## src/stepper_phase_sequencer_ramp_unit_macros.svh

```systemverilog
// Assertion macros shared by the stepper phase sequencer ramp unit.
`ifndef STEPPER_PHASE_SEQUENCER_RAMP_UNIT_MACROS_SVH
`define STEPPER_PHASE_SEQUENCER_RAMP_UNIT_MACROS_SVH

// Check a property on every clock edge outside of reset.
`define PSR_ASSERT(label, prop, msg) \
  label: assert property (@(posedge clk) disable iff (!rst_n) prop) else $error(msg);

// Check a property on every clock edge, reset included.
`define PSR_ASSERT_ALWAYS(label, prop, msg) \
  label: assert property (@(posedge clk) prop) else $error(msg);

`endif

```

## src/psr_pkg.sv

```systemverilog
// Types, constants and helpers for the stepper phase sequencer ramp unit.
`timescale 1ns / 1ps
package psr_pkg;

  localparam int PHASES        = 9;
  localparam int TABLE_ENTRIES = 9;
  localparam int PAT_W         = 4;
  localparam int TABLE_W       = TABLE_ENTRIES * PAT_W;
  localparam int PHASE_W       = 4;
  localparam int WAIT_W        = 8;
  localparam int RAMP_W        = 16;
  localparam int CFG_DATA_W    = TABLE_W;
  localparam int CFG_IDX_W     = 3;

  localparam logic [PHASE_W-1:0] PHASE_LAST = PHASE_W'(PHASES - 1);

  localparam logic [WAIT_W-1:0]  START_WAIT_RST  = 8'd60;
  localparam logic [WAIT_W-1:0]  MIN_WAIT_RST    = 8'd4;
  localparam logic [RAMP_W-1:0]  RAMP_TICKS_RST  = 16'd1000;
  localparam logic [TABLE_W-1:0] PHASE_TABLE_RST = 36'h4_4422_2111;

  typedef enum logic [CFG_IDX_W-1:0] {
    CFG_START_WAIT  = 3'd0,
    CFG_MIN_WAIT    = 3'd1,
    CFG_RAMP_TICKS  = 3'd2,
    CFG_PHASE_TABLE = 3'd3
  } cfg_index_t;

  typedef struct packed {
    logic [WAIT_W-1:0]  start_wait;
    logic [WAIT_W-1:0]  min_wait;
    logic [RAMP_W-1:0]  ramp_ticks;
    logic [TABLE_W-1:0] phase_table;
  } psr_cfg_t;

  typedef struct packed {
    logic [PAT_W-1:0]   drive_n;
    logic [PHASE_W-1:0] phase;
    logic [WAIT_W-1:0]  step_period;
    logic               stepped;
  } psr_result_t;

  // Coil pattern at a phase index; entries past the table read as zero.
  function automatic logic [PAT_W-1:0] pattern_at(input logic [TABLE_W-1:0] tbl,
                                                  input logic [PHASE_W-1:0] idx);
    logic [PAT_W-1:0] ent [2**PHASE_W];
    for (int i = 0; i < 2**PHASE_W; i++) begin
      if (i < TABLE_ENTRIES) begin
        ent[i] = tbl[i*PAT_W +: PAT_W];
      end else begin
        ent[i] = '0;
      end
    end
    return ent[idx];
  endfunction

endpackage

```

## src/psr_cfg_regs.sv

```systemverilog
// Configuration register file of the stepper phase sequencer ramp unit.
`timescale 1ns / 1ps
module psr_cfg_regs (
  input  logic                           clk,
  input  logic                           rst_n,
  input  logic                           cfg_we,
  input  logic [psr_pkg::CFG_IDX_W-1:0]  cfg_index,
  input  logic [psr_pkg::CFG_DATA_W-1:0] cfg_wdata,
  output psr_pkg::psr_cfg_t              cfg
);
  import psr_pkg::*;

  psr_cfg_t cfg_r;

  always_ff @(posedge clk) begin
    if (!rst_n) begin
      cfg_r.start_wait  <= START_WAIT_RST;
      cfg_r.min_wait    <= MIN_WAIT_RST;
      cfg_r.ramp_ticks  <= RAMP_TICKS_RST;
      cfg_r.phase_table <= PHASE_TABLE_RST;
    end else if (cfg_we) begin
      case (cfg_index_t'(cfg_index))
        CFG_START_WAIT:  cfg_r.start_wait  <= cfg_wdata[WAIT_W-1:0];
        CFG_MIN_WAIT:    cfg_r.min_wait    <= cfg_wdata[WAIT_W-1:0];
        CFG_RAMP_TICKS:  cfg_r.ramp_ticks  <= cfg_wdata[RAMP_W-1:0];
        CFG_PHASE_TABLE: cfg_r.phase_table <= cfg_wdata[TABLE_W-1:0];
        default: ;
      endcase
    end
  end

  assign cfg = cfg_r;

endmodule

```

## src/psr_step.sv

```systemverilog
// Sequencer state and per-tick step logic with the speed ramp.
`timescale 1ns / 1ps
`include "stepper_phase_sequencer_ramp_unit_macros.svh"
module psr_step (
  input  logic                 clk,
  input  logic                 rst_n,
  input  logic                 step_go,
  input  logic                 tick,
  input  psr_pkg::psr_cfg_t    cfg,
  output psr_pkg::psr_result_t res
);
  import psr_pkg::*;

  logic               started_r, started_nxt;
  logic [PHASE_W-1:0] phase_r, phase_nxt;
  logic [WAIT_W-1:0]  wait_count_r, wait_count_nxt;
  logic [WAIT_W-1:0]  period_r, period_nxt;
  logic [RAMP_W-1:0]  ramp_count_r, ramp_count_nxt;
  logic               stepped;
  logic               step_due;
  logic               ramp_due;

  assign step_due = (wait_count_r >= period_r);
  assign ramp_due = (ramp_count_r >= cfg.ramp_ticks) && (period_r > cfg.min_wait);

  always_comb begin
    started_nxt    = started_r;
    phase_nxt      = phase_r;
    wait_count_nxt = wait_count_r;
    period_nxt     = period_r;
    ramp_count_nxt = ramp_count_r;
    stepped        = 1'b0;
    if (step_go && tick) begin
      if (!started_r) begin
        phase_nxt   = '0;
        period_nxt  = cfg.start_wait;
        started_nxt = 1'b1;
      end else begin
        if (step_due) begin
          phase_nxt      = (phase_r == PHASE_LAST) ? '0 : phase_r + 1'b1;
          wait_count_nxt = '0;
          stepped        = 1'b1;
        end else begin
          wait_count_nxt = wait_count_r + 1'b1;
        end
        if (ramp_due) begin
          ramp_count_nxt = '0;
          period_nxt     = period_r - 1'b1;
        end else begin
          ramp_count_nxt = ramp_count_r + 1'b1;
        end
      end
    end
  end

  always_ff @(posedge clk) begin
    if (!rst_n) begin
      started_r    <= 1'b0;
      phase_r      <= '0;
      wait_count_r <= '0;
      period_r     <= START_WAIT_RST;
      ramp_count_r <= '0;
    end else begin
      started_r    <= started_nxt;
      phase_r      <= phase_nxt;
      wait_count_r <= wait_count_nxt;
      period_r     <= period_nxt;
      ramp_count_r <= ramp_count_nxt;
    end
  end

  assign res.drive_n     = ~pattern_at(cfg.phase_table, phase_nxt);
  assign res.phase       = phase_nxt;
  assign res.step_period = period_nxt;
  assign res.stepped     = stepped;

  `PSR_ASSERT(a_phase_in_range, phase_r <= PHASE_LAST, "phase index out of range")
  `PSR_ASSERT(a_idle_counters, !started_r |-> (wait_count_r == '0 && ramp_count_r == '0),
              "counters moved before the first tick")
  `PSR_ASSERT(a_step_clears_wait, (step_go && tick && started_r && step_due) |=>
              (wait_count_r == '0 && phase_r != $past(phase_r)),
              "step did not clear the wait counter and advance the phase")
  `PSR_ASSERT(a_ramp_period, (step_go && tick && started_r && ramp_due) |=>
              (period_r == $past(period_r) - 1'b1 && ramp_count_r == '0),
              "ramp did not shorten the period")

endmodule

```

## src/stepper_phase_sequencer_ramp_unit.sv

```systemverilog
// Top level of the stepper phase sequencer with linear speed ramp.
`timescale 1ns / 1ps
// Path: an accepted tick goes into the input register, then into the result
// register, from which its result can transfer.
// Throughput: one tick per cycle unless the result side stalls; the step and ramp
// update is one short compare/increment pass between the two registers.
// Reset (rst_n low, synchronous): pipeline empty, sequencer not started,
// period back to 60, configuration registers back to their defaults.
module stepper_phase_sequencer_ramp_unit (
  input  logic                           clk,
  input  logic                           rst_n,
  // configuration write port
  input  logic                           cfg_we,
  input  logic [psr_pkg::CFG_IDX_W-1:0]  cfg_index,
  input  logic [psr_pkg::CFG_DATA_W-1:0] cfg_wdata,
  // tick channel
  input  logic                           in_valid,
  output logic                           in_stall,
  input  logic                           in_tick,
  // result channel
  output logic                           out_valid,
  input  logic                           out_stall,
  output logic [psr_pkg::PAT_W-1:0]      out_drive_n,
  output logic [psr_pkg::PHASE_W-1:0]    out_phase,
  output logic [psr_pkg::WAIT_W-1:0]     out_step_period,
  output logic                           out_stepped
);
  import psr_pkg::*;

  psr_cfg_t    cfg;
  psr_result_t res;
  psr_result_t res_r;

  logic in_valid_r;
  logic in_tick_r;
  logic out_valid_r;
  logic advance;
  logic step_go;

  // The result register can take a new entry when it is empty or its
  // current entry is being transferred this cycle.
  assign advance = !out_valid_r || !out_stall;
  // Process the held tick as it moves into the result register.
  assign step_go = in_valid_r && advance;
  // Hold the input side only when a tick is parked and cannot move on.
  assign in_stall = in_valid_r && !advance;

  psr_cfg_regs u_cfg (
    .clk       (clk),
    .rst_n     (rst_n),
    .cfg_we    (cfg_we),
    .cfg_index (cfg_index),
    .cfg_wdata (cfg_wdata),
    .cfg       (cfg)
  );

  psr_step u_step (
    .clk     (clk),
    .rst_n   (rst_n),
    .step_go (step_go),
    .tick    (in_tick_r),
    .cfg     (cfg),
    .res     (res)
  );

  // Input register: load a new transfer whenever the parked tick moves on.
  always_ff @(posedge clk) begin
    if (!rst_n) begin
      in_valid_r <= 1'b0;
    end else if (!in_stall) begin
      in_valid_r <= in_valid;
    end
  end

  always_ff @(posedge clk) begin
    if (!in_stall && in_valid) begin
      in_tick_r <= in_tick;
    end
  end

  // Result register: capture the step outcome, drop it once transferred.
  always_ff @(posedge clk) begin
    if (!rst_n) begin
      out_valid_r <= 1'b0;
    end else if (advance) begin
      out_valid_r <= in_valid_r;
    end
  end

  always_ff @(posedge clk) begin
    if (step_go) begin
      res_r <= res;
    end
  end

  assign out_valid       = out_valid_r;
  assign out_drive_n     = res_r.drive_n;
  assign out_phase       = res_r.phase;
  assign out_step_period = res_r.step_period;
  assign out_stepped     = res_r.stepped;

endmodule

```

## config.mk

```make
export PLATFORM = sky130hd
export DESIGN_NAME = stepper_phase_sequencer_ramp_unit
export DESIGN_NICKNAME = d
export VERILOG_FILES = /design/src/psr_pkg.sv /design/src/psr_cfg_regs.sv /design/src/psr_step.sv /design/src/stepper_phase_sequencer_ramp_unit.sv
export VERILOG_INCLUDE_DIRS = /design/src /design/src/src
export SDC_FILE = /design/constraint.sdc
export NUM_CORES = 1
export LEC_CHECK = 0
export BUFFER_PORTS_ARGS = -buffer_cell sky130_fd_sc_hd__buf_4
export CAP_MARGIN = 5
export CORE_MARGIN = 1
export CORE_UTILIZATION = 53
export CTS_BUF_LIST = sky130_fd_sc_hd__clkbuf_8 sky130_fd_sc_hd__clkbuf_16
export DETAILED_ROUTE_END_ITERATION = 10
export PLACE_DENSITY = 0.78
export SLEW_MARGIN = 40
export SYNTH_ARGS = -nofsm -noshare
export SYNTH_HDL_FRONTEND = slang
export SYNTH_SLANG_ARGS = --single-unit
```

## constraint.sdc

```tcl
create_clock -name clk -period 2.8 [get_ports clk]
set_input_delay 0.14 -clock clk [delete_from_list [all_inputs] [get_ports clk]]
set_output_delay 0.14 -clock clk [all_outputs]
set_load 0.005 [all_outputs]
```

==> metrics <==
outcome=finished, final reports clean; sequential cell area fraction in the yosys report=0.442; Arrival @ worst endpoint=2920 ps; Final Skew=11.1 ps; DR vias=5585; Design Power=0.00448 W; TritonCTS Buffers=17; RD Place Congestion=0.902; H-Tree Depth=4; asr flop ratio synth=0; Yosys reg bits=125; clk sinks=125; fill count=806; Die ar.=11900 um2; Critical Path RT=2950 ps; Synth Warn #=0; largest net degree at the start of global routing=38; DRT Pass-1 Iters=5; fin cells=970; diode count=0; Core ar.=11000 um2; Main synth FF type=dfxtp_1; post-route setup slack=37.3 ps; vias in the first global route=5500; Synth Instances=706; nets=899; share of cells above drive strength 1=0.192; dpl hpwl=10600 um; Syn-to-layout area delta=29.1%; post-route ant nets=0; per-cell routed wire length=16.8 um; Post-Syn Area per Cell=8.59 um2; # IOs=64; Overflow after GRT=0; Clock Latency Late Sink=420 ps; final period utilization=0.987; Power Density=572 nW/um2; number of synthesized flops with an enable pin=18; CTS tree=yes; WL final=16300 um; Slew @ Worst Pin=549 ps; Max Root-Sink Buffers=2; pre-CTS setup slack=-88.0 ps; Setup CP Type=reg -> reg; first-pass GRT wire length=25900 um; Cell variety after synth=63; Die Y=109 um; dpl cells=894; clk slew on worst S/H paths=60 ps; Hold Vio Cnt, Final=0; number of max-cap violations=0; row count=38; Slew Limit Headroom=0.631; drc violations=0; Via-to-Cell Ratio=5.76; type of origin of the critical path=register; Mapped Area=6070 um2; Tot GR Track Use=0.286; setup violators final=0; drt initial violations=430; Worst Hold Class=in -> reg; initial antenna violation count=0; chip width=109 um; Slew Limit Fails=0; Max FO, Critical Path=5; Starting Density=0.552; peak supply drop=0.515 mV; syn_nets=788; leak pwr=3.22 nW; crit end category=register; Root Buffer Master=clkbuf_16; Max Fclk=362 MHz; PortBufs=63; post-layout min period=2760 ps
-- synth_stat cells, types with 7 or more instances --
cell / n / area (um2)
nor2_1: 41 / 154
nor3_1: 8 / 40.0
a21oi_1: 67 / 335
edfxtp_1: 18 / 541
nand3_1: 31 / 155
o22ai_1: 7 / 43.8
o21ai_0: 7 / 35.0
o211ai_1: 10 / 75.1
and3_1: 10 / 62.6
ha_1: 37 / 463
xor2_1: 15 / 131
a211oi_1: 8 / 60.1
nand4_1: 17 / 106
nand2_1: 160 / 601
mux2i_1: 24 / 240
clkbuf_1: 23 / 86.3
inv_1: 41 / 154
dfxtp_1: 107 / 2140
a21o_1: 8 / 60.1
-- layer usage --
layer	up-vias	routed length, um	track usage
li1	2654	-	-
met1	2674	6600	0.327
met2	214	8210	0.496
met3	43	1030	0.0855
met4	0	424	0.117
met5	-	0	0
-- logic make-up after synthesis --
| group | Yosys count | share of synthesized area |
|---|---|---|
| buffers and inverters | 75 | 0.0520 |
| AOI/OAI and AO/OA | 133 | 0.144 |
| and+or+nand+nor | 293 | 0.219 |
| xor gates and xnor gates | 19 | 0.0274 |
| DFF | 125 | 0.442 |
| adders and majority gates | 37 | 0.0763 |
| muxes | 24 | 0.0396 |
-- layout make-up --
| type | count | area (um2) | share of cell area |
|---|---|---|---|
| Timing Repair Buffer | 122 | 1000 | 0.128 |
| Multi-Input combinational cell | 506 | 3160 | 0.404 |
| Clock inverter | 13 | 160 | 0.0204 |
| Inverter | 45 | 174 | 0.0222 |
| Tap cell | 140 | 175 | 0.0224 |
| Sequential cell | 125 | 2700 | 0.344 |
| Clock buffer | 19 | 464 | 0.0593 |
-- metrics by stage --
step | hold WS (ps) | TNS, ps | cell area (um2) | util
after detailed placement | 322 | -186 | 6690 | 0.609
after CTS | 2.32 | 0 | 7680 | 0.699
after global routing | 4.37 | -12.2 | 7830 | 0.713
after floorplan | 239 | 0 | 6070 | -
final | 9.17 | 0 | 7830 | 0.713
after global placement | 320 | 0 | 6690 | 0.609
-- registers in the layout (all words and copies together), names as in the netlist --
| register | cells |
|---|---|
| in_valid_r | 1 |
| out_step_period | 8 |
| out_drive_n | 4 |
| u_step.started_r | 1 |
| u_step.wait_count_r | 8 |
| in_tick_r | 1 |
| u_step.ramp_count_r | 16 |
| u_step.phase_r | 4 |
| u_step.period_r | 8 |
| out_valid | 1 |
| out_phase | 4 |
| out_stepped | 1 |
| u_cfg.cfg | 68 |
-- worst max-delay path, cell delays in order (launching register included) --
cell and delay, ps:
dfxtp_1 400, inv_1 130, ha_1 300, o21a_1 120, o211a_1 240, nand2_1 110, a211o_2 310, o221a_2 280
inv_2 120, nand3_1 180, nor3_2 220, a211oi_2 80
-- power by group --
| group | switching, W | internal (W) | leakage (nW) |
|---|---|---|---|
| Sequential | 0.0000213 | 0.00186 | 1.02 |
| Combinational | 0.000157 | 0.000137 | 1.89 |
| Clock | 0.000830 | 0.00148 | 0.312 |
-- repair_timing --
| item | CTS | global route |
|---|---|---|
| endpoints found under the hold margin | 38 | 0 |
| hold buffers | 32 | 0 |
| pin swaps | 2 | 7 |
| setup endpoints to repair | 3 | 7 |
| setup buffers | 4 | 8 |
| resized for setup | 3 | 21 |
-- final timing paths --
path | depth (start not counted) | end | from | slack, ps
worst max-delay path | 11 | out_drive_n[0] | u_step.period_r[3] | 40
worst min-delay path | 3 | u_cfg.cfg[64] | cfg_wdata[4] | 9
worst max register to register | 11 | out_drive_n[0] | u_step.period_r[3] | 40
worst min register to register | 2 | u_cfg.cfg[12] | u_cfg.cfg[12] | 460
-- placed cells by master, fill, tap and decap left out, types with 3 or more instances in the layout --
master | netlist | layout
dlygate4sd3_1 | 0 | 32
inv_2 | 1 | 3
nor3_1 | 8 | 6
o211ai_1 | 10 | 10
bufinv_16 | 0 | 3
o21ai_0 | 7 | 7
dfxtp_2 | 0 | 3
dfxtp_1 | 107 | 101
o22ai_1 | 7 | 7
clkinv_4 | 1 | 3
and3_1 | 10 | 10
inv_1 | 41 | 41
xor2_1 | 15 | 15
xnor2_1 | 4 | 4
a211oi_1 | 8 | 6
nand3_1 | 31 | 31
nor2_1 | 41 | 41
a21o_1 | 8 | 8
edfxtp_1 | 18 | 18
ha_4 | 0 | 3
or3_1 | 3 | 3
nor2b_1 | 3 | 3
clkbuf_16 | 0 | 18
buf_4 | 2 | 89
inv_6 | 0 | 3
a21oi_1 | 67 | 66
and2_1 | 3 | 3
nand2b_1 | 4 | 3
dfxtp_4 | 0 | 3
nand4_1 | 17 | 17
ha_1 | 37 | 34
nand2_1 | 160 | 160
mux2i_1 | 24 | 23
a22oi_1 | 4 | 4
No activity file was read; power rests on OpenSTA's default activity.
